==> config.mk <==
export PLATFORM = sky130hd
export DESIGN_NAME = circular_list_engine
export DESIGN_NICKNAME = d
export VERILOG_FILES = /design/src/hdl/clc_pkg.sv /design/src/hdl/circular_list_engine.sv /design/src/hdl/clc_cell.sv /design/src/hdl/clc_chain.sv
export SDC_FILE = /design/constraint.sdc
export NUM_CORES = 1
export LEC_CHECK = 0
export BUFFER_PORTS_ARGS = -buffer_cell sky130_fd_sc_hd__buf_2
export CAP_MARGIN = 0
export CORE_AREA = 2 2 245 247
export DETAILED_ROUTE_END_ITERATION = 7
export DIE_AREA = 0 0 247 249
export PLACE_DENSITY_LB_ADDON = 0.05
export SYNTH_ARGS = -nofsm -noshare
export SYNTH_HDL_FRONTEND = slang
export SYNTH_SLANG_ARGS = --single-unit
export TNS_END_PERCENT = 50
==> constraint.sdc <==
create_clock -name i_clk -period 9.22 [get_ports i_clk]
set_input_delay 1.383 -clock i_clk [delete_from_list [all_inputs] [get_ports i_clk]]
set_output_delay 1.383 -clock i_clk [all_outputs]
set_load 0.005 [all_outputs]
==> src/hdl/clc_pkg.sv <==
package clc_pkg;

    // list sizing
    localparam int CAPACITY       = 16;
    localparam int VALUE_BITS     = 32;
    localparam int COUNT_BITS     = $clog2(CAPACITY + 1);

    // port widths fixed by the interface
    localparam int ITEM_BITS      = 32;
    localparam int COUNT_OUT_BITS = 7;

    typedef enum logic [1:0] {
        OP_INS_HEAD = 2'd0,
        OP_INS_TAIL = 2'd1,
        OP_DELETE   = 2'd2,
        OP_READ     = 2'd3
    } t_opcode;

    typedef enum logic [1:0] {
        ST_OK       = 2'd0,
        ST_FULL     = 2'd1,
        ST_NOTFOUND = 2'd2,
        ST_EMPTY    = 2'd3
    } t_status;

    // what every cell of the row does in one cycle
    typedef enum logic [2:0] {
        CELL_HOLD,
        CELL_SHIFT_R,
        CELL_LOAD_TAIL,
        CELL_ROTATE,
        CELL_DROP
    } t_cell_op;

    // command from the controller to the whole row
    typedef struct packed {
        t_cell_op                op;
        logic [VALUE_BITS-1:0]   new_val;
        logic [COUNT_BITS-1:0]   count;
    } t_chain_ctl;

    // command as seen by one cell
    typedef struct packed {
        t_cell_op op;
        logic     is_first;
        logic     is_end;
        logic     is_slot;
    } t_cell_ctl;

endpackage

==> src/hdl/circular_list_engine.sv <==
// channel   direction  handshake                  payload
// input     in         i_in_valid / o_in_stall    i_opcode, i_value
// output    out        o_out_valid / i_out_stall  o_status, o_item_value, o_last_item, o_count
//
// entries sit in list order in a row of cells, head in the first cell.
// insert passes through the insert and response states to its result; delete and read-out
// rotate the list, one rotation step of the row per cycle, read-out sending one item per step.
// reset (synchronous, active low) empties the list; cell contents are not cleared.
// a stalled output holds the read-out rotation; one item is worked on at a time.
module circular_list_engine (
    input  logic               i_clk,
    input  logic               i_rst_n,
    input  logic               i_in_valid,
    output logic               o_in_stall,
    input  logic [1:0]         i_opcode,
    input  logic signed [31:0] i_value,
    output logic               o_out_valid,
    input  logic               i_out_stall,
    output logic [1:0]         o_status,
    output logic signed [31:0] o_item_value,
    output logic               o_last_item,
    output logic [6:0]         o_count
);

    typedef enum logic [2:0] {
        S_IDLE,
        S_INSERT,
        S_DELETE,
        S_READ,
        S_RESP
    } t_state;

    t_state                                  r_state;
    clc_pkg::t_opcode                        r_op;
    logic [clc_pkg::VALUE_BITS-1:0]          r_val;
    logic [clc_pkg::COUNT_BITS-1:0]          r_count;
    logic [clc_pkg::COUNT_BITS-1:0]          r_rem;
    logic                                    r_found;
    clc_pkg::t_status                        r_status;
    logic                                    r_out_valid;
    clc_pkg::t_status                        r_out_status;
    logic [clc_pkg::ITEM_BITS-1:0]           r_out_val;
    logic                                    r_out_last;
    logic [clc_pkg::COUNT_BITS-1:0]          r_out_count;

    clc_pkg::t_chain_ctl                     w_chain_ctl;
    logic [clc_pkg::VALUE_BITS-1:0]          w_head_val;
    logic                                    w_match;
    logic                                    w_out_free;
    logic                                    w_full;

    assign w_match    = (w_head_val == r_val);
    assign w_out_free = !r_out_valid || !i_out_stall;
    assign w_full     = (r_count == clc_pkg::COUNT_BITS'(clc_pkg::CAPACITY));

    // row command for this cycle
    always_comb begin
        w_chain_ctl.op      = clc_pkg::CELL_HOLD;
        w_chain_ctl.new_val = r_val;
        w_chain_ctl.count   = r_count;
        unique case (r_state)
            S_INSERT: begin
                if (!w_full) begin
                    w_chain_ctl.op = (r_op == clc_pkg::OP_INS_HEAD) ?
                                     clc_pkg::CELL_SHIFT_R : clc_pkg::CELL_LOAD_TAIL;
                end
            end
            S_DELETE: begin
                w_chain_ctl.op = (w_match && !r_found) ?
                                 clc_pkg::CELL_DROP : clc_pkg::CELL_ROTATE;
            end
            S_READ: begin
                if (w_out_free) begin
                    w_chain_ctl.op = clc_pkg::CELL_ROTATE;
                end
            end
            S_IDLE, S_RESP: begin
                w_chain_ctl.op = clc_pkg::CELL_HOLD;
            end
            default: begin
                w_chain_ctl.op = clc_pkg::CELL_HOLD;
            end
        endcase
    end

    clc_chain u_chain (
        .i_clk      (i_clk),
        .i_ctl      (w_chain_ctl),
        .o_head_val (w_head_val)
    );

    // sequencer and output register
    always_ff @(posedge i_clk) begin
        if (!i_rst_n) begin
            r_state     <= S_IDLE;
            r_count     <= '0;
            r_found     <= 1'b0;
            r_out_valid <= 1'b0;
        end else begin
            // states that load the output register set valid themselves
            if (r_out_valid && !i_out_stall && r_state != S_READ && r_state != S_RESP) begin
                r_out_valid <= 1'b0;
            end
            unique case (r_state)
                S_IDLE: begin
                    if (i_in_valid) begin
                        r_op    <= clc_pkg::t_opcode'(i_opcode);
                        r_val   <= clc_pkg::VALUE_BITS'($unsigned(i_value));
                        r_rem   <= r_count;
                        r_found <= 1'b0;
                        unique case (clc_pkg::t_opcode'(i_opcode))
                            clc_pkg::OP_INS_HEAD, clc_pkg::OP_INS_TAIL: begin
                                r_state <= S_INSERT;
                            end
                            clc_pkg::OP_DELETE: begin
                                if (r_count == '0) begin
                                    r_status <= clc_pkg::ST_EMPTY;
                                    r_state  <= S_RESP;
                                end else begin
                                    r_state  <= S_DELETE;
                                end
                            end
                            clc_pkg::OP_READ: begin
                                if (r_count == '0) begin
                                    r_status <= clc_pkg::ST_EMPTY;
                                    r_state  <= S_RESP;
                                end else begin
                                    r_state  <= S_READ;
                                end
                            end
                            default: begin
                                r_state <= S_IDLE;
                            end
                        endcase
                    end
                end
                S_INSERT: begin
                    if (w_full) begin
                        r_status <= clc_pkg::ST_FULL;
                    end else begin
                        r_status <= clc_pkg::ST_OK;
                        r_count  <= clc_pkg::COUNT_BITS'(r_count + clc_pkg::COUNT_BITS'(1));
                    end
                    r_state <= S_RESP;
                end
                S_DELETE: begin
                    // head cell is compared as the list rotates past it
                    if (w_match && !r_found) begin
                        r_found <= 1'b1;
                        r_count <= clc_pkg::COUNT_BITS'(r_count - clc_pkg::COUNT_BITS'(1));
                    end
                    r_rem <= clc_pkg::COUNT_BITS'(r_rem - clc_pkg::COUNT_BITS'(1));
                    if (r_rem == clc_pkg::COUNT_BITS'(1)) begin
                        r_status <= (r_found || w_match) ? clc_pkg::ST_OK : clc_pkg::ST_NOTFOUND;
                        r_state  <= S_RESP;
                    end
                end
                S_READ: begin
                    if (w_out_free) begin
                        r_out_valid  <= 1'b1;
                        r_out_status <= clc_pkg::ST_OK;
                        r_out_val    <= clc_pkg::ITEM_BITS'(w_head_val);
                        r_out_last   <= (r_rem == clc_pkg::COUNT_BITS'(1));
                        r_out_count  <= r_count;
                        r_rem        <= clc_pkg::COUNT_BITS'(r_rem - clc_pkg::COUNT_BITS'(1));
                        if (r_rem == clc_pkg::COUNT_BITS'(1)) begin
                            r_state <= S_IDLE;
                        end
                    end
                end
                S_RESP: begin
                    if (w_out_free) begin
                        r_out_valid  <= 1'b1;
                        r_out_status <= r_status;
                        r_out_val    <= '0;
                        r_out_last   <= 1'b1;
                        r_out_count  <= r_count;
                        r_state      <= S_IDLE;
                    end
                end
                default: begin
                    r_state <= S_IDLE;
                end
            endcase
        end
    end

    assign o_in_stall   = (r_state != S_IDLE);
    assign o_out_valid  = r_out_valid;
    assign o_status     = r_out_status;
    assign o_item_value = $signed(r_out_val);
    assign o_last_item  = r_out_last;
    assign o_count      = clc_pkg::COUNT_OUT_BITS'(r_out_count);

endmodule

==> src/hdl/clc_cell.sv <==
module clc_cell (
    input  logic                              i_clk,
    input  clc_pkg::t_cell_ctl                i_ctl,
    input  logic [clc_pkg::VALUE_BITS-1:0]    i_new_val,
    input  logic [clc_pkg::VALUE_BITS-1:0]    i_left_val,
    input  logic [clc_pkg::VALUE_BITS-1:0]    i_right_val,
    input  logic [clc_pkg::VALUE_BITS-1:0]    i_wrap_val,
    output logic [clc_pkg::VALUE_BITS-1:0]    o_val
);

    logic [clc_pkg::VALUE_BITS-1:0] r_val;
    logic [clc_pkg::VALUE_BITS-1:0] n_val;

    // next value picked from self, neighbours, head or new entry
    always_comb begin
        n_val = r_val;
        unique case (i_ctl.op)
            clc_pkg::CELL_HOLD: begin
                n_val = r_val;
            end
            clc_pkg::CELL_SHIFT_R: begin
                n_val = i_ctl.is_first ? i_new_val : i_left_val;
            end
            clc_pkg::CELL_LOAD_TAIL: begin
                if (i_ctl.is_slot) begin
                    n_val = i_new_val;
                end
            end
            clc_pkg::CELL_ROTATE: begin
                n_val = i_ctl.is_end ? i_wrap_val : i_right_val;
            end
            clc_pkg::CELL_DROP: begin
                n_val = i_right_val;
            end
            default: begin
                n_val = r_val;
            end
        endcase
    end

    // entry storage
    always_ff @(posedge i_clk) begin
        r_val <= n_val;
    end

    assign o_val = r_val;

endmodule

==> src/hdl/clc_chain.sv <==
module clc_chain (
    input  logic                              i_clk,
    input  clc_pkg::t_chain_ctl               i_ctl,
    output logic [clc_pkg::VALUE_BITS-1:0]    o_head_val
);

    logic [clc_pkg::VALUE_BITS-1:0] w_val [clc_pkg::CAPACITY];
    clc_pkg::t_cell_ctl             w_ctl [clc_pkg::CAPACITY];
    logic [clc_pkg::COUNT_BITS-1:0] w_end_idx;

    // last occupied position, wraps round to the head on a rotate
    assign w_end_idx = clc_pkg::COUNT_BITS'(i_ctl.count - clc_pkg::COUNT_BITS'(1));

    genvar g;
    generate
        for (g = 0; g < clc_pkg::CAPACITY; g++) begin : g_cell
            logic [clc_pkg::VALUE_BITS-1:0] w_left;
            logic [clc_pkg::VALUE_BITS-1:0] w_right;

            // per-position decode of the row command
            assign w_ctl[g].op       = i_ctl.op;
            assign w_ctl[g].is_first = (g == 0);
            assign w_ctl[g].is_end   = (clc_pkg::COUNT_BITS'(g) == w_end_idx);
            assign w_ctl[g].is_slot  = (clc_pkg::COUNT_BITS'(g) == i_ctl.count);

            // neighbour links, the ends fold back onto the cell itself
            if (g == 0) begin : g_left_end
                assign w_left = w_val[g];
            end else begin : g_left
                assign w_left = w_val[g-1];
            end
            if (g == clc_pkg::CAPACITY - 1) begin : g_right_end
                assign w_right = w_val[g];
            end else begin : g_right
                assign w_right = w_val[g+1];
            end

            clc_cell u_cell (
                .i_clk       (i_clk),
                .i_ctl       (w_ctl[g]),
                .i_new_val   (i_ctl.new_val),
                .i_left_val  (w_left),
                .i_right_val (w_right),
                .i_wrap_val  (w_val[0]),
                .o_val       (w_val[g])
            );
        end
    endgenerate

    assign o_head_val = w_val[0];

endmodule
# Word-level counts from Yosys, hierarchy flattened
# Cells that the tools add are included.
# op_classes
reduce_logical	49
add_sub_neg	3
n_eq_ne	73
muxes	90
# op_table
operator	count
one-hot mux 32 bit (4 select lines)	15
two-way mux 32 bit	34
one-hot mux 32 bit (3 select lines)	1
equality test 4 x 5 -> 1 bit (first input constant)	16
one-hot mux 32 bit (2 select lines)	1
inequality test 2 bit (second input constant)	26
equality test 3 x 5 -> 1 bit (first input constant)	8
equality test 32 bit	1
AND reduction 2 bit	14
two-way mux 3 bit	8
equality test 2 x 5 -> 1 bit (first input constant)	4
two-way mux 2 bit	10
two-way mux 5 bit	4
one-hot mux 3 bit (3 select lines)	2
AND reduction 3 bit	6
one-hot mux 3 bit (5 select lines)	1
one-hot mux 5 bit (3 select lines)	1
equality test 3 x 2 -> 1 bit (second input constant)	4
nonzero test 3 bit	4
equality test 1 x 5 -> 1 bit (first input constant)	2
zero test 5 bit	2
one-hot mux 5 bit (2 select lines)	1
subtractor 5 x 1 -> 5 bit (second input constant)	2
two-way mux 1 bit	8
other kinds (24)	40
# totals
in_bits	38
regBits	603
elab_cells	243
out_inout_bits	44

# Logic depth before layout (Yosys ltp)
# logic_depth
ltp_word	7
mapped_depth	12
ltp_nobuf	8

# By module
# Synthesis repeated with hierarchy kept, for this count alone.
# unflattened
hier_cells	3190
area_unflattened_um2	40873.0
# modules_own_cells
mod	n_inst	area_each_um2	cells_each	seq_area_each_um2
clc_cell	16	2289.7	178	960.9
circular_list_engine	1	4018.9	294	2632.5
clc_chain	1	219.0	48	0.0

# Least setup slack after synthesis
# Ideal clock, no wire load.
# synth_timing
path_kind	input port to flip-flop
from	input i_out_stall
to	register u_chain.g_cell[0].u_cell.r_val (netlist bit u_chain.g_cell[0].u_cell.o_val[0]), enable pin
n_path_buf	2
setup_ns	0.474
arrival_time_ns	4.745
stages	6
t_required_ns	8.746
path_slack_ns	4.001
path_cell_list	and3_1 -> nor2_1 -> buf_2 -> buf_1 -> nor2_1 -> a221oi_1
# synth_between
elab_chain_cells	7
word_cells_on_any_way	12
classes_between	6 x eq/ne; 2 x mux; 4 x reduce/logical
# synth_lines
element	line_no	source
start: declaration	circular_list_engine.sv:18	input logic i_out_stall,
zero test 1 bit *	circular_list_engine.sv:53	assign w_out_free = !r_out_valid || !i_out_stall;
logical OR 1 bit *	circular_list_engine.sv:53	
two-way mux 2 bit *	circular_list_engine.sv:73	if (w_out_free) begin
one-hot mux 3 bit (3 select lines) *	circular_list_engine.sv:61	unique case (r_state)
equality test 3 x 2 -> 1 bit (tied with other cells)	clc_cell.sv:17	unique case (i_ctl.op)
inequality test 2 bit (no line) or nonzero test 4 bit (tied branches)	--	
AND reduction 3 bit (no line) *	--	
end signal: assignment	clc_cell.sv:43	r_val <= n_val;
end: declaration	clc_cell.sv:11	logic [clc_pkg::VALUE_BITS-1:0] r_val;
# Every way passes the cells marked *; elsewhere a longest branch is shown, timed or not.
# A chain may end at the register's enable or synchronous reset.

# Final worst setup path
# layout_timing
from	register u_chain.g_cell[0].u_cell.r_val (netlist bit u_chain.g_cell[0].u_cell.o_val[4])
to	register u_chain.g_cell[1].u_cell.r_val (netlist bit u_chain.g_cell[1].u_cell.o_val[12]) (data pin)
# layout_between
elab_chain_cells	6
word_cells_on_any_way	9
classes_between	5 x eq/ne; 3 x mux; 1 x reduce/logical
# layout_lines
element	line_no	source
equality test 32 bit *	circular_list_engine.sv:52	assign w_match = (w_head_val == r_val);
logical AND 1 bit *	circular_list_engine.sv:69	w_chain_ctl.op = (w_match && !r_found) ?
two-way mux 3 bit *	circular_list_engine.sv:69	
one-hot mux 3 bit (3 select lines) *	circular_list_engine.sv:61	
equality test 3 bit (tied with other cells)	clc_cell.sv:17	
one-hot mux 32 bit (4 select lines) *	clc_cell.sv:17	
named net u_chain.g_cell[1].u_cell.n_val, one bit	clc_cell.sv:12	logic [clc_pkg::VALUE_BITS-1:0] n_val;
end signal: assignment	clc_cell.sv:43	
end: declaration	clc_cell.sv:11	
# Mark *: on every way through the listed nets, which the timed path passes. The rest lies on a longest branch.

==> impl_results.md <==
- Status: finished with violations
- Failing checks: capacitance limit, slew limit
- Average size of a mapped cell: 9.56 um2
- Die X: 247 um
- Core area: 58700 um2
- Hold EP: u_chain.g_cell[0].u_cell.o_val[17]$_DFFE_PP_
- First-pass GRT wire length: 179000 um
- Pleak: 11.6 nW
- Detailed-route DRC error count: 0
- Post-CTS Setup Bufs: 0
- Clk slew on worst S/H paths: 0.06 ns
- Initial core utilization: 54.6%
- Setup TNS: 0 ns
- WP buf/inv: 1
- Port bufs: 79
- Slew Limit Headroom: -3.45%
- Reg-to-reg startpoint: u_chain.g_cell[0].u_cell.o_val[4]$_DFFE_PP_
- Cell chain of the critical path: xor2_1 -> nor4_1 -> and4_1 -> nand3_4 -> o21ai_4 -> buf_4 -> a221o_1
- Vias post-DR: 29.2k
- Area contributors post-synth: edfxtp_1 (56%), a21oi_1 (8.3%), nor2_1 (6.2%)
- Skew-Pair Late Insertion Delay: 0.61 ns
- R2R setup slack: 3.99 ns
- Area grow syn2layout: 9.59%
- CTS root buf: clkbuf_16
- Reg-to-reg endpoint: u_chain.g_cell[1].u_cell.o_val[12]$_DFFE_PP_
- Diodes inserted: 0
- Synthesized area: 32100 um2
- Path type of the worst setup path: reg -> reg
- Warnings, synthesis: 0
- Final Hold Fails: 0
- GR Overflow Total: 0
- Total die area: 61500 um2
- Dominant synthesized flop cell: edfxtp_1
- Post-DR vias/cell: 7.19
- Slowest cell on crit path: nand3_4
- Initial antenna violation count: 3
- CTS resizes: 0
- Worst hold slack: 0.546 ns
- CTS sink count: 603
- Slew Viols, Final: 33
- DRT Pass-1 Iters: 6
- Core Util, Final: 59.9%
- Grt met2 use: 58.3%
- Hold crit path type: reg -> reg
- Tot GR Track Use: 39.5%
- Crit path max fanout: 59
- Global route hottest layer: met2
- Worst vdd ir: 0.000345 V
- Fillcell total: 4925
- Slowest cell delay on critical path: 1.03 ns
- Post-Synthesis Cells: 3355
- #FFs+latches synth: 603
- Number of synthesized flops with an enable pin: 593
- Peak Freq: 191 MHz
- CTS Buf Count: 69
- Largest net degree at the start of global routing: 229
- Iter 0 DRT Violations: 4662
- H-tree levels: 3
- RD Place Congestion: 0.881
- Grt met1 use: 53.2%
- Worst Tran Pin Value: 1.55 ns
- Hold Startpoint: u_chain.g_cell[1].u_cell.o_val[17]$_DFFE_PP_
- Avg WL per Cell: 30.4 um
- Leading area contributor after synthesis: edfxtp_1
- # setup viols final: 0
- Setup WS pre-CTS: 4.20 ns
- Share of synthesized flip-flops with an asynchronous set or reset: 0%
- Max-Cap Viols: 1
- Std cell rows: 89
- Clock skew: 0.0234 ns
- Post-synth top area share: 55.5%
- Clk buf depth: 3
- Sequential fraction of the synthesis area: 56.1%
- FF-to-FF path depth: 7
- Ports: 82
- HPWL Detailed: 65500 um
- Share of layout cells above drive strength 1: 8.90%
- Count of different cell masters after synthesis: 58
- CP Capture Type: flip-flop
- Hold-critical path depth: 2
- WP data required: 9.69 ns
- Vias in the first global route: 27.5k
- CTS tree: built
- Fin crit share: 56.7%
- Nets: 3295
- Cell family with most CP delay: simple AND/OR/NAND/NOR gates
- Routing usage on met3: 9.38%
- Final WL: 124000 um
- Post-route cell area: 35100 um2
- Tmin final: 5.23 ns
- Most frequent cells after synthesis: edfxtp_1 (593), a21oi_1 (530), nor2_1 (529), nand2_1 (461), clkbuf_1 (244)
- RSZ-0062 raised after global routing: false
- Top-count cell post-synth: edfxtp_1
- PD cells: 393 nW/um2
- Antenna Nets Post-Route: 0
- Worst Setup Slack, final: 3.99 ns
- Crit path launch type: flip-flop
- Hold-fix buffers, CTS: 0
- Cell Area, Placed: 33100 um2
- Crit path DAT: 5.70 ns
- DIE HEIGHT: 249 um
[stage by stage]
stage                     std cells  total power [mW]
after floorplan                3356              8.72
final                          4065              13.8
after CTS                      4065              13.5
after detailed placement       3950              11.0
after global routing           4065              14.3
after global placement         3950              10.8
[kinds of logic (layout without fill, tap and decap cells)]
group / Yosys count / after routing / synth area share (%)
other cells: 1 / 2 / 0.0117
fa+ha+maj: 9 / 9 / 0.351
mux: 1 / 1 / 0.0312
flops: 603 / 603 / 56.1
compound gates: 1198 / 1198 / 23.0
buf+inv: 332 / 268 / 4.27
simple gates: 1174 / 1174 / 15.1
xor+xnor: 37 / 37 / 1.01
[placed cells by master, fill, tap and decap left out, types with 16 or more instances in the layout]
cell type,n
buf_4,62
and3_1,39
edfxtp_1,593
a32oi_1,32
clkbuf_16,71
o2bb2ai_1,61
nor2_1,524
a21oi_1,514
a221oi_1,52
o21ai_0,144
xor2_1,26
nand2_1,455
a221o_1,64
a21o_1,33
a21oi_4,16
a31oi_1,217
buf_2,79
nand3_1,51
o21a_1,34
and2_1,36
[sequential cells by signal, summed over array words and instances (netlist names)]
name / cells
o_item_value: 32
r_count: 5
o_out_valid: 1
r_state: 3
u_chain.g_cell.u_cell.o_val: 512
r_val: 32
o_status: 2
o_last_item: 1
r_rem: 5
r_out_count: 5
r_op: 2
r_status: 2
r_found: 1
[worst min-delay path, delay by kind of cell (launching register included)]
family | cells | cell delay (ns)
flip-flops | 1 | 0.35
AND/OR/NAND/NOR | 2 | 0.10
[where the power goes]
part	switching (mW)	total, mW	internal [mW]
logic	4.14	5.66	1.52
clock network	1.13	2.60	1.46
registers	0.762	5.57	4.81
total	6.03	13.8	7.79
[worst max-delay path by stage]
stage / depth (start not counted) / from / slack, ns / end
after CTS: 7 / u_chain.g_cell[0].u_cell.o_val[4]$_DFFE_PP_ / 4.18 / u_chain.g_cell[1].u_cell.o_val[12]$_DFFE_PP_
final: 7 / u_chain.g_cell[0].u_cell.o_val[4]$_DFFE_PP_ / 3.99 / u_chain.g_cell[1].u_cell.o_val[12]$_DFFE_PP_
after global placement: 7 / u_chain.g_cell[0].u_cell.o_val[4]$_DFFE_PP_ / 4.36 / u_chain.g_cell[1].u_cell.o_val[5]$_DFFE_PP_
after detailed placement: 7 / u_chain.g_cell[0].u_cell.o_val[4]$_DFFE_PP_ / 4.20 / u_chain.g_cell[1].u_cell.o_val[31]$_DFFE_PP_
after global routing: 7 / u_chain.g_cell[0].u_cell.o_val[31]$_DFFE_PP_ / 4.03 / u_chain.g_cell[1].u_cell.o_val[12]$_DFFE_PP_
after floorplan: 6 / i_out_stall / 4.00 / u_chain.g_cell[0].u_cell.o_val[0]$_DFFE_PP_
[metal layers]
metal  up-vias  wire length [um]
li1      12232                 -
met4         2              7840
met5         -                13
met3       546             16700
met1     13947             45200
met2      2485             53900
[cell type report]
| class | count | area, um2 | area share (%) |
|---|---|---|---|
| Sequential cell | 603 | 18000 | 51.2 |
| Multi-Input combinational cell | 2421 | 13200 | 37.6 |
| Clock buffer | 86 | 1840 | 5.24 |
| Tap cell | 773 | 967 | 2.75 |
| Timing Repair Buffer | 143 | 901 | 2.56 |
| Clock inverter | 29 | 181 | 0.516 |
| Inverter | 10 | 37.5 | 0.107 |
(Power assumes the default switching activity.)
